### src/rtl/frae_pkg.sv
`timescale 1ns / 1ps

package frae_pkg;

   localparam int unsigned DATA_W   = 32;
   localparam int unsigned MAP_W    = 64;
   localparam int unsigned FN_W     = 4;
   localparam int unsigned OUT_REGS = 4;
   localparam int unsigned Q_DEPTH  = 2;

   localparam logic [MAP_W-1:0] MAP_RESET = 64'hFEDC_BA98_7654_3210;

   // register indexes on the configuration port
   localparam logic CSR_OPCODE_MAP = 1'b0;

   typedef enum logic [FN_W-1:0] {
      FN_ADDR = 4'd0,
      FN_ADDI = 4'd1,
      FN_MULR = 4'd2,
      FN_MULI = 4'd3,
      FN_BANR = 4'd4,
      FN_BANI = 4'd5,
      FN_BORR = 4'd6,
      FN_BORI = 4'd7,
      FN_SETR = 4'd8,
      FN_SETI = 4'd9,
      FN_GTIR = 4'd10,
      FN_GTRI = 4'd11,
      FN_GTRR = 4'd12,
      FN_EQIR = 4'd13,
      FN_EQRI = 4'd14,
      FN_EQRR = 4'd15
   } fn_type;

   typedef struct packed {
      logic a_is_reg;
      logic b_is_reg;
   } kind_type;

   typedef struct packed {
      fn_type              fn;
      logic [DATA_W-1:0]   a;
      logic [DATA_W-1:0]   b;
      logic [1:0]          dest;
      logic                err;
   } dec_type;

   function automatic kind_type operand_kind(input fn_type fn);
      kind_type k;
      k = '{a_is_reg: 1'b1, b_is_reg: 1'b0};
      case (fn)
         FN_ADDR, FN_MULR, FN_BANR, FN_BORR, FN_GTRR, FN_EQRR: begin
            k = '{a_is_reg: 1'b1, b_is_reg: 1'b1};
         end
         FN_ADDI, FN_MULI, FN_BANI, FN_BORI, FN_SETR, FN_GTRI, FN_EQRI: begin
            k = '{a_is_reg: 1'b1, b_is_reg: 1'b0};
         end
         FN_SETI: begin
            k = '{a_is_reg: 1'b0, b_is_reg: 1'b0};
         end
         FN_GTIR, FN_EQIR: begin
            k = '{a_is_reg: 1'b0, b_is_reg: 1'b1};
         end
         default: begin
            k = '{a_is_reg: 1'b1, b_is_reg: 1'b1};
         end
      endcase
      return k;
   endfunction

endpackage

### src/rtl/frae_front.sv
`timescale 1ns / 1ps

module frae_front #(
   parameter int unsigned NUM_REGS = 4
) (
   input  logic                              clock,
   input  logic                              reset,
   input  logic                              req_valid,
   output logic                              req_stall,
   input  logic [3:0]                        req_op,
   input  logic signed [31:0]                req_operand_a,
   input  logic signed [31:0]                req_operand_b,
   input  logic [1:0]                        req_dest_index,
   input  logic                              csr_psel,
   input  logic                              csr_penable,
   input  logic                              csr_pwrite,
   input  logic [3:0]                        csr_paddr,
   input  logic [frae_pkg::MAP_W-1:0]        csr_pwdata,
   output logic [frae_pkg::MAP_W-1:0]        csr_prdata,
   output logic                              csr_pready,
   output logic                              push_valid,
   input  logic                              push_stall,
   output frae_pkg::dec_type                 push_word
);

   localparam logic [frae_pkg::DATA_W-1:0] NREGS = frae_pkg::DATA_W'(NUM_REGS);

   logic [frae_pkg::MAP_W-1:0] map_ff, map_in;
   logic                        wr_en;
   logic [frae_pkg::FN_W-1:0]   fn_raw;
   frae_pkg::fn_type            fn;
   frae_pkg::kind_type          kind;
   logic                        a_bad, b_bad, d_bad;

   assign csr_pready = 1'b1;
   assign wr_en = csr_psel && csr_penable && csr_pwrite && csr_pready
                  && (csr_paddr[3] == frae_pkg::CSR_OPCODE_MAP);
   assign map_in = wr_en ? csr_pwdata : map_ff;
   assign csr_prdata = (csr_paddr[3] == frae_pkg::CSR_OPCODE_MAP) ? map_ff : '0;

   always_ff @(posedge clock) begin
      if (reset) begin
         map_ff <= frae_pkg::MAP_RESET;
      end else begin
         map_ff <= map_in;
      end
   end

   // classify: map the opcode and check every register operand
   assign fn_raw = map_ff[{req_op, 2'b00} +: frae_pkg::FN_W];
   assign fn     = frae_pkg::fn_type'(fn_raw);
   assign kind   = frae_pkg::operand_kind(fn);
   assign a_bad  = kind.a_is_reg && (unsigned'(req_operand_a) >= NREGS);
   assign b_bad  = kind.b_is_reg && (unsigned'(req_operand_b) >= NREGS);
   assign d_bad  = {30'd0, req_dest_index} >= NREGS;

   assign req_stall       = push_stall;
   assign push_valid      = req_valid;
   assign push_word.fn    = fn;
   assign push_word.a     = unsigned'(req_operand_a);
   assign push_word.b     = unsigned'(req_operand_b);
   assign push_word.dest  = req_dest_index;
   assign push_word.err   = a_bad || b_bad || d_bad;

endmodule

### src/rtl/frae_queue.sv
`timescale 1ns / 1ps

module frae_queue (
   input  logic              clock,
   input  logic              reset,
   input  logic              in_valid,
   output logic              in_stall,
   input  frae_pkg::dec_type in_word,
   output logic              out_valid,
   input  logic              out_stall,
   output frae_pkg::dec_type out_word
);

   localparam int unsigned PTR_W = $clog2(frae_pkg::Q_DEPTH);
   localparam int unsigned CNT_W = $clog2(frae_pkg::Q_DEPTH + 1);

   frae_pkg::dec_type   mem_ff [frae_pkg::Q_DEPTH];
   logic [PTR_W-1:0]    wr_ptr_ff, wr_ptr_in;
   logic [PTR_W-1:0]    rd_ptr_ff, rd_ptr_in;
   logic [CNT_W-1:0]    cnt_ff, cnt_in;
   logic                push, pop;

   assign in_stall  = (cnt_ff == CNT_W'(frae_pkg::Q_DEPTH));
   assign out_valid = (cnt_ff != '0);
   assign out_word  = mem_ff[rd_ptr_ff];
   assign push      = in_valid && !in_stall;
   assign pop       = out_valid && !out_stall;

   assign wr_ptr_in = push ? wr_ptr_ff + PTR_W'(1) : wr_ptr_ff;
   assign rd_ptr_in = pop ? rd_ptr_ff + PTR_W'(1) : rd_ptr_ff;
   assign cnt_in    = cnt_ff + CNT_W'(push) - CNT_W'(pop);

   always_ff @(posedge clock) begin
      if (reset) begin
         wr_ptr_ff <= '0;
         rd_ptr_ff <= '0;
         cnt_ff    <= '0;
      end else begin
         wr_ptr_ff <= wr_ptr_in;
         rd_ptr_ff <= rd_ptr_in;
         cnt_ff    <= cnt_in;
      end
   end

   always_ff @(posedge clock) begin
      if (push) begin
         mem_ff[wr_ptr_ff] <= in_word;
      end
   end

endmodule

### src/rtl/frae_back.sv
`timescale 1ns / 1ps

module frae_back #(
   parameter int unsigned NUM_REGS = 4
) (
   input  logic                     clock,
   input  logic                     reset,
   input  logic                     pop_valid,
   output logic                     pop_stall,
   input  frae_pkg::dec_type        pop_word,
   output logic                     rsp_valid,
   input  logic                     rsp_stall,
   output logic signed [31:0]       rsp_reg_zero,
   output logic signed [31:0]       rsp_reg_one,
   output logic signed [31:0]       rsp_reg_two,
   output logic signed [31:0]       rsp_reg_three,
   output logic                     rsp_index_error
);

   localparam int unsigned IDX_W = $clog2(NUM_REGS);
   localparam int unsigned DW    = frae_pkg::DATA_W;

   logic [DW-1:0]    regs_ff [NUM_REGS];
   logic [DW-1:0]    outs [frae_pkg::OUT_REGS];
   logic             valid_ff, valid_in;
   logic             err_ff, err_in;
   logic             take;
   logic [IDX_W-1:0] a_idx, b_idx, d_idx;
   logic [DW-1:0]    ra, rb, a, b, res;

   assign pop_stall = valid_ff && rsp_stall;
   assign take      = pop_valid && !pop_stall;
   assign valid_in  = take || (valid_ff && rsp_stall);
   assign err_in    = take ? pop_word.err : err_ff;

   assign a     = pop_word.a;
   assign b     = pop_word.b;
   assign a_idx = a[IDX_W-1:0];
   assign b_idx = b[IDX_W-1:0];
   assign d_idx = IDX_W'(pop_word.dest);
   assign ra    = regs_ff[a_idx];
   assign rb    = regs_ff[b_idx];

   always_comb begin
      res = '0;
      case (pop_word.fn)
         frae_pkg::FN_ADDR: res = ra + rb;
         frae_pkg::FN_ADDI: res = ra + b;
         frae_pkg::FN_MULR: res = ra * rb;
         frae_pkg::FN_MULI: res = ra * b;
         frae_pkg::FN_BANR: res = ra & rb;
         frae_pkg::FN_BANI: res = ra & b;
         frae_pkg::FN_BORR: res = ra | rb;
         frae_pkg::FN_BORI: res = ra | b;
         frae_pkg::FN_SETR: res = ra;
         frae_pkg::FN_SETI: res = a;
         frae_pkg::FN_GTIR: res = DW'($signed(a) > $signed(rb));
         frae_pkg::FN_GTRI: res = DW'($signed(ra) > $signed(b));
         frae_pkg::FN_GTRR: res = DW'($signed(ra) > $signed(rb));
         frae_pkg::FN_EQIR: res = DW'(a == rb);
         frae_pkg::FN_EQRI: res = DW'(ra == b);
         frae_pkg::FN_EQRR: res = DW'(ra == rb);
         default:           res = '0;
      endcase
   end

   always_ff @(posedge clock) begin
      if (reset) begin
         valid_ff <= 1'b0;
         err_ff   <= 1'b0;
      end else begin
         valid_ff <= valid_in;
         err_ff   <= err_in;
      end
   end

   // register file only moves when a fresh word enters the output slot
   always_ff @(posedge clock) begin
      if (reset) begin
         for (int i = 0; i < NUM_REGS; i++) begin
            regs_ff[i] <= '0;
         end
      end else if (take && !pop_word.err) begin
         regs_ff[d_idx] <= res;
      end
   end

   for (genvar j = 0; j < frae_pkg::OUT_REGS; j++) begin : g_out
      if (j < NUM_REGS) begin : g_have
         assign outs[j] = regs_ff[j];
      end else begin : g_absent
         assign outs[j] = '0;
      end
   end

   assign rsp_valid       = valid_ff;
   assign rsp_index_error = err_ff;
   assign rsp_reg_zero    = signed'(outs[0]);
   assign rsp_reg_one     = signed'(outs[1]);
   assign rsp_reg_two     = signed'(outs[2]);
   assign rsp_reg_three   = signed'(outs[3]);

endmodule

### src/rtl/four_register_alu_executor_top.sv
`timescale 1ns / 1ps
// Register-machine executor: one instruction per request word on a file of
// NUM_REGS 32-bit registers, reporting registers 0 to 3 after every step.
// Request channel (req_*): raw opcode, two operands, destination index.
// The opcode is mapped through the 64-bit opcode map (byte address 0 on
// the csr port) to one of sixteen ALU functions before it is queued.
// Response channel (rsp_*): one word per request, in order, with the four
// register values and index_error set when a register operand or the
// destination was out of range (no write done then).
// A request is written into the queue, then executed into the registered
// response slot that drives the rsp_* outputs.
// Throughput: one word per cycle while the response is not stalled, held
// by the execute stage that reads and writes the register file.
// Reset clears the register file, loads the identity opcode map and empties
// both the two-word queue and the response slot.
// A stalled response holds; the queue then fills, and after two more words
// req_stall rises until the receiver takes the response.
// Write the opcode map only while no request is in flight.

module four_register_alu_executor_top #(
   parameter int unsigned NUM_REGS = 4
) (
   input  logic                        clock,
   input  logic                        reset,
   input  logic                        req_valid,
   output logic                        req_stall,
   input  logic [3:0]                  req_op,
   input  logic signed [31:0]          req_operand_a,
   input  logic signed [31:0]          req_operand_b,
   input  logic [1:0]                  req_dest_index,
   output logic                        rsp_valid,
   input  logic                        rsp_stall,
   output logic signed [31:0]          rsp_reg_zero,
   output logic signed [31:0]          rsp_reg_one,
   output logic signed [31:0]          rsp_reg_two,
   output logic signed [31:0]          rsp_reg_three,
   output logic                        rsp_index_error,
   input  logic                        csr_psel,
   input  logic                        csr_penable,
   input  logic                        csr_pwrite,
   input  logic [3:0]                  csr_paddr,
   input  logic [63:0]                 csr_pwdata,
   output logic [63:0]                 csr_prdata,
   output logic                        csr_pready
);

   logic              push_valid, push_stall;
   frae_pkg::dec_type push_word;
   logic              pop_valid, pop_stall;
   frae_pkg::dec_type pop_word;

   frae_front #(.NUM_REGS(NUM_REGS)) u_front (
      .clock          (clock),
      .reset          (reset),
      .req_valid      (req_valid),
      .req_stall      (req_stall),
      .req_op         (req_op),
      .req_operand_a  (req_operand_a),
      .req_operand_b  (req_operand_b),
      .req_dest_index (req_dest_index),
      .csr_psel       (csr_psel),
      .csr_penable    (csr_penable),
      .csr_pwrite     (csr_pwrite),
      .csr_paddr      (csr_paddr),
      .csr_pwdata     (csr_pwdata),
      .csr_prdata     (csr_prdata),
      .csr_pready     (csr_pready),
      .push_valid     (push_valid),
      .push_stall     (push_stall),
      .push_word      (push_word)
   );

   frae_queue u_queue (
      .clock     (clock),
      .reset     (reset),
      .in_valid  (push_valid),
      .in_stall  (push_stall),
      .in_word   (push_word),
      .out_valid (pop_valid),
      .out_stall (pop_stall),
      .out_word  (pop_word)
   );

   frae_back #(.NUM_REGS(NUM_REGS)) u_back (
      .clock           (clock),
      .reset           (reset),
      .pop_valid       (pop_valid),
      .pop_stall       (pop_stall),
      .pop_word        (pop_word),
      .rsp_valid       (rsp_valid),
      .rsp_stall       (rsp_stall),
      .rsp_reg_zero    (rsp_reg_zero),
      .rsp_reg_one     (rsp_reg_one),
      .rsp_reg_two     (rsp_reg_two),
      .rsp_reg_three   (rsp_reg_three),
      .rsp_index_error (rsp_index_error)
   );

endmodule

### config.mk
export PLATFORM = sky130hd
export DESIGN_NAME = four_register_alu_executor_top
export DESIGN_NICKNAME = d
export VERILOG_FILES = /design/src/rtl/frae_pkg.sv /design/src/rtl/frae_front.sv /design/src/rtl/frae_queue.sv /design/src/rtl/frae_back.sv /design/src/rtl/four_register_alu_executor_top.sv
export SDC_FILE = /design/constraint.sdc
export NUM_CORES = 2
export LEC_CHECK = 0
export BUFFER_PORTS_ARGS = -buffer_cell sky130_fd_sc_hd__buf_2
export CAP_MARGIN = 15
export CORE_MARGIN = 3
export CORE_UTILIZATION = 55
export CTS_BUF_LIST = sky130_fd_sc_hd__clkbuf_8 sky130_fd_sc_hd__clkbuf_16
export CTS_CLUSTER_DIAMETER = 50
export DETAILED_ROUTE_END_ITERATION = 12
export MAX_ROUTING_LAYER = met4
export PLACE_DENSITY = 0.84
export SLEW_MARGIN = 10
export SYNTH_ARGS = -nofsm -noshare
export SYNTH_HDL_FRONTEND = slang
export SYNTH_HIERARCHICAL = 1
export SYNTH_SLANG_ARGS = --single-unit
export TNS_END_PERCENT = 5
### constraint.sdc
create_clock -name clock -period 28 [get_ports clock]
set_clock_uncertainty 0.1 [all_clocks]
set_input_delay 2.8 -clock clock [delete_from_list [all_inputs] [get_ports clock]]
set_output_delay 2.8 -clock clock [all_outputs]
set_load 0.005 [all_outputs]
==> results.py <==
metrics = {
    "run_status": {
        "status": "finished clean",
    },
    "clocking": {
        "cts_buffers": 30,
        "post-cts-setup-buffers": 0,
        "clk_path_buf_depth": 3,
        "cts_tree": "done",
        "clkTransAtPathRegs_ns": 0.07,
        "root_buffer": "clkbuf_16",
        "h-tree-depth": 1,
        "ctsHoldBuffers": 0,
        "clk_latency_ns": 0.58,
        "cts_sinks": 341,
        "ctsResizeCount": 0,
    },
    "worst_hold_path": {
        "worstHoldPathType": "register to register",
        "hold_start": "u_front/map_ff[27]",
    },
    "setup_path": {
        "worstRegToRegCells": 33,
        "cp_data_required_time_ns": 28.20,
        "rr_endpoint": "u_back/regs_ff[0][28]",
        "worst-path-max-fanout": 37,
        "worst_path_most_repeated_cell": "fa_1",
        "critical-path-max-stage-delay_ns": 0.69,
        "cp-end-kind": "register",
        "start_kind": "register",
        "cpMaxStageDelayCell": "a221oi_1",
        "arrival_ns": 12.21,
        "endpoint": "u_back/regs_ff[0][28]",
        "path_class": "register to register",
        "r2r_slack_ns": 15.99,
    },
    "die": {
        "chipWidth_um": 314,
        "start_util_pct": 55.7,
        "die_area_mm2": 0.0985,
        "num_io_pins": 341,
        "die_h_um": 314,
        "core-area_mm2": 0.0936,
        "num_rows": 112,
    },
    "synthesis": {
        "ys_seq_elements": 341,
        "netlist.area_leader.share_pct": 31.4,
        "synth_commonest_cells": "inv_1 (856), fa_1 (817), nor2_1 (753)",
        "synth_cells": 5606,
        "synth_nets": 6978,
        "avgSynthCellArea_um2": 9.30,
        "ys.flop_type": "edfxtp_1",
        "synth_area_mm2": 0.0521,
        "synth-edff-count": 270,
        "seq_area_frac_synth_pct": 18.3,
        "synth_area_leaders": "fa_1 (31%), edfxtp_1 (16%), ha_1 (9.8%), inv_1 (6.2%), nor2_1 (5.4%)",
        "synthDominantAreaCellType": "fa_1",
        "postSynth.asyncResetShare_pct": 0,
        "synth_cell_types": 84,
        "synth_most_common_cell": "inv_1",
        "yosys_warnings": 6,
    },
    "drt": {
        "drc": 0,
        "viasPerCell": 6.23,
        "num_vias": 43600,
        "wl_um": 194000,
        "wl_per_cell_um": 27.6,
        "drt_iter0_drc": 5253,
        "ant_nets": 0,
        "dr.pass1.iters": 6,
    },
    "timing": {
        "setup_viol": 0,
        "fmax_ghz": 0.0833,
        "tightest_slew_ns": 1.19,
        "finalHoldViolations": 0,
        "slew-limit-headroom_pct": 19.8,
        "final_max_slew_viol_count": 0,
        "rsz0062_at_grt": "no",
        "fin_crit_ns": 12.01,
        "finalCritPeriodShare_pct": 42.9,
        "setup_tns_ns": 0,
    },
    "flow_run": {
        "maxCapViolations": 0,
    },
    "global_route": {
        "track_usage_pct": 40.5,
        "grt_pass1_vias": 45300,
        "grt_max_degree": 78,
        "grt_antenna_before_repair": 15,
        "grt_remaining_overflow": 0,
        "grt_pass1_wl_um": 287000,
    },
    "placement": {
        "place_congestion": 1.04,
        "portBuffers": 336,
        "dp_hpwl_um": 145000,
    },
    "layout": {
        "nets": 7084,
        "drive_gt1_share_pct": 12.2,
        "nFillCells": 7753,
        "area_growth_pct": 6.59,
    },
}
[worst min-delay path by stage]
stage,endpoint,slack (ns),cells past startpoint
after CTS,u_front/map_ff[27],0.37,2
after detailed placement,u_front/map_ff[27],0.36,2
after global routing,u_front/map_ff[27],0.39,2
after global placement,u_front/map_ff[3],0.35,2
final,u_front/map_ff[27],0.37,2
after floorplan,u_front/map_ff[27],0.34,2
[routing by layer]
layer  GRT usage, %  vias up  part of all wire (%)
met5              -        -                     0
met4           22.5        0                   7.1
met3           9.90      807                    13
met2           61.4     3255                    44
met1           50.2    21600                    35
li1               -    17900                     -
[kinds of logic (layout without fill, tap and decap cells)]
kind of cell | Yosys count | count (layout) | synth area share, %
compound gates | 618 | 618 | 7.50
xor+xnor | 186 | 186 | 3.23
fa+ha+maj | 1227 | 1227 | 41.2
buf+inv | 1255 | 1383 | 9.85
flops | 341 | 341 | 18.3
mux | 215 | 215 | 5.52
other cells | 1 | 18 | 0.00719
simple gates | 1763 | 1763 | 14.4
[registers in the layout, summed over array words and instances (netlist names), named ones only]
register                flops
u_queue/mem_ff            142
u_back/regs_ff            128
u_front/map_ff             64
u_queue/cnt_ff              2
u_back/rsp_index_error      1
u_back/rsp_valid            1
u_queue/rd_ptr_ff           1
u_queue/wr_ptr_ff           1
[cell usage in the layout (no fill, tap or decap), types with 83 or more instances in the layout]
cell        n
inv_1     857
fa_1      817
nor2_1    753
nand2_1   669
ha_1      410
buf_2     336
edfxtp_1  270
a21oi_1   188
o21ai_0   140
xnor2_1   136
mux2_2     94
buf_4      91
a21o_1     83
nor2b_1    83
[area by class of cell]
cell class	instances	area (µm²)	area share, %
antenna	17	42.5	0.0765
inverter	900	3380	6.08
sequential	341	9530	17.2
multi-input combinational	4010	37600	67.7
timing repair buffer	429	2400	4.33
clock inverter	22	248	0.446
tap	1254	1570	2.82
clock buffer	32	790	1.42
[stage by stage]
stage / cells / worst slack, ns / hold WS (ns) / instance area (µm²) / utilization [%]
after CTS: 6986 / 16.26 / 0.369 / 55500 / 59.3
after detailed placement: 6932 / 16.34 / 0.358 / 54500 / 58.2
final: 7005 / 15.99 / 0.370 / 55600 / 59.4
after floorplan: 5606 / 19.06 / 0.340 / 52100 / -
after global routing: 7003 / 15.72 / 0.391 / 55600 / 59.4
after global placement: 6932 / 16.46 / 0.350 / 54500 / 58.2
[critical path, delay by kind of cell, from the launching register on]
kind	cells	cell delay, ns
flip-flops	1	0.68
buffers and inverters	10	2.78
AND/OR/NAND/NOR	4	0.40
XOR/XNOR	1	0.31
AO/OA/AOI/OAI	7	2.49
adder cells (fa/ha/maj)	10	4.50
multiplexers	1	0.39
Power is left out: the tool's default activity adds up to more than one toggle a clock period on the data nets, which glitch-free logic cannot reach.
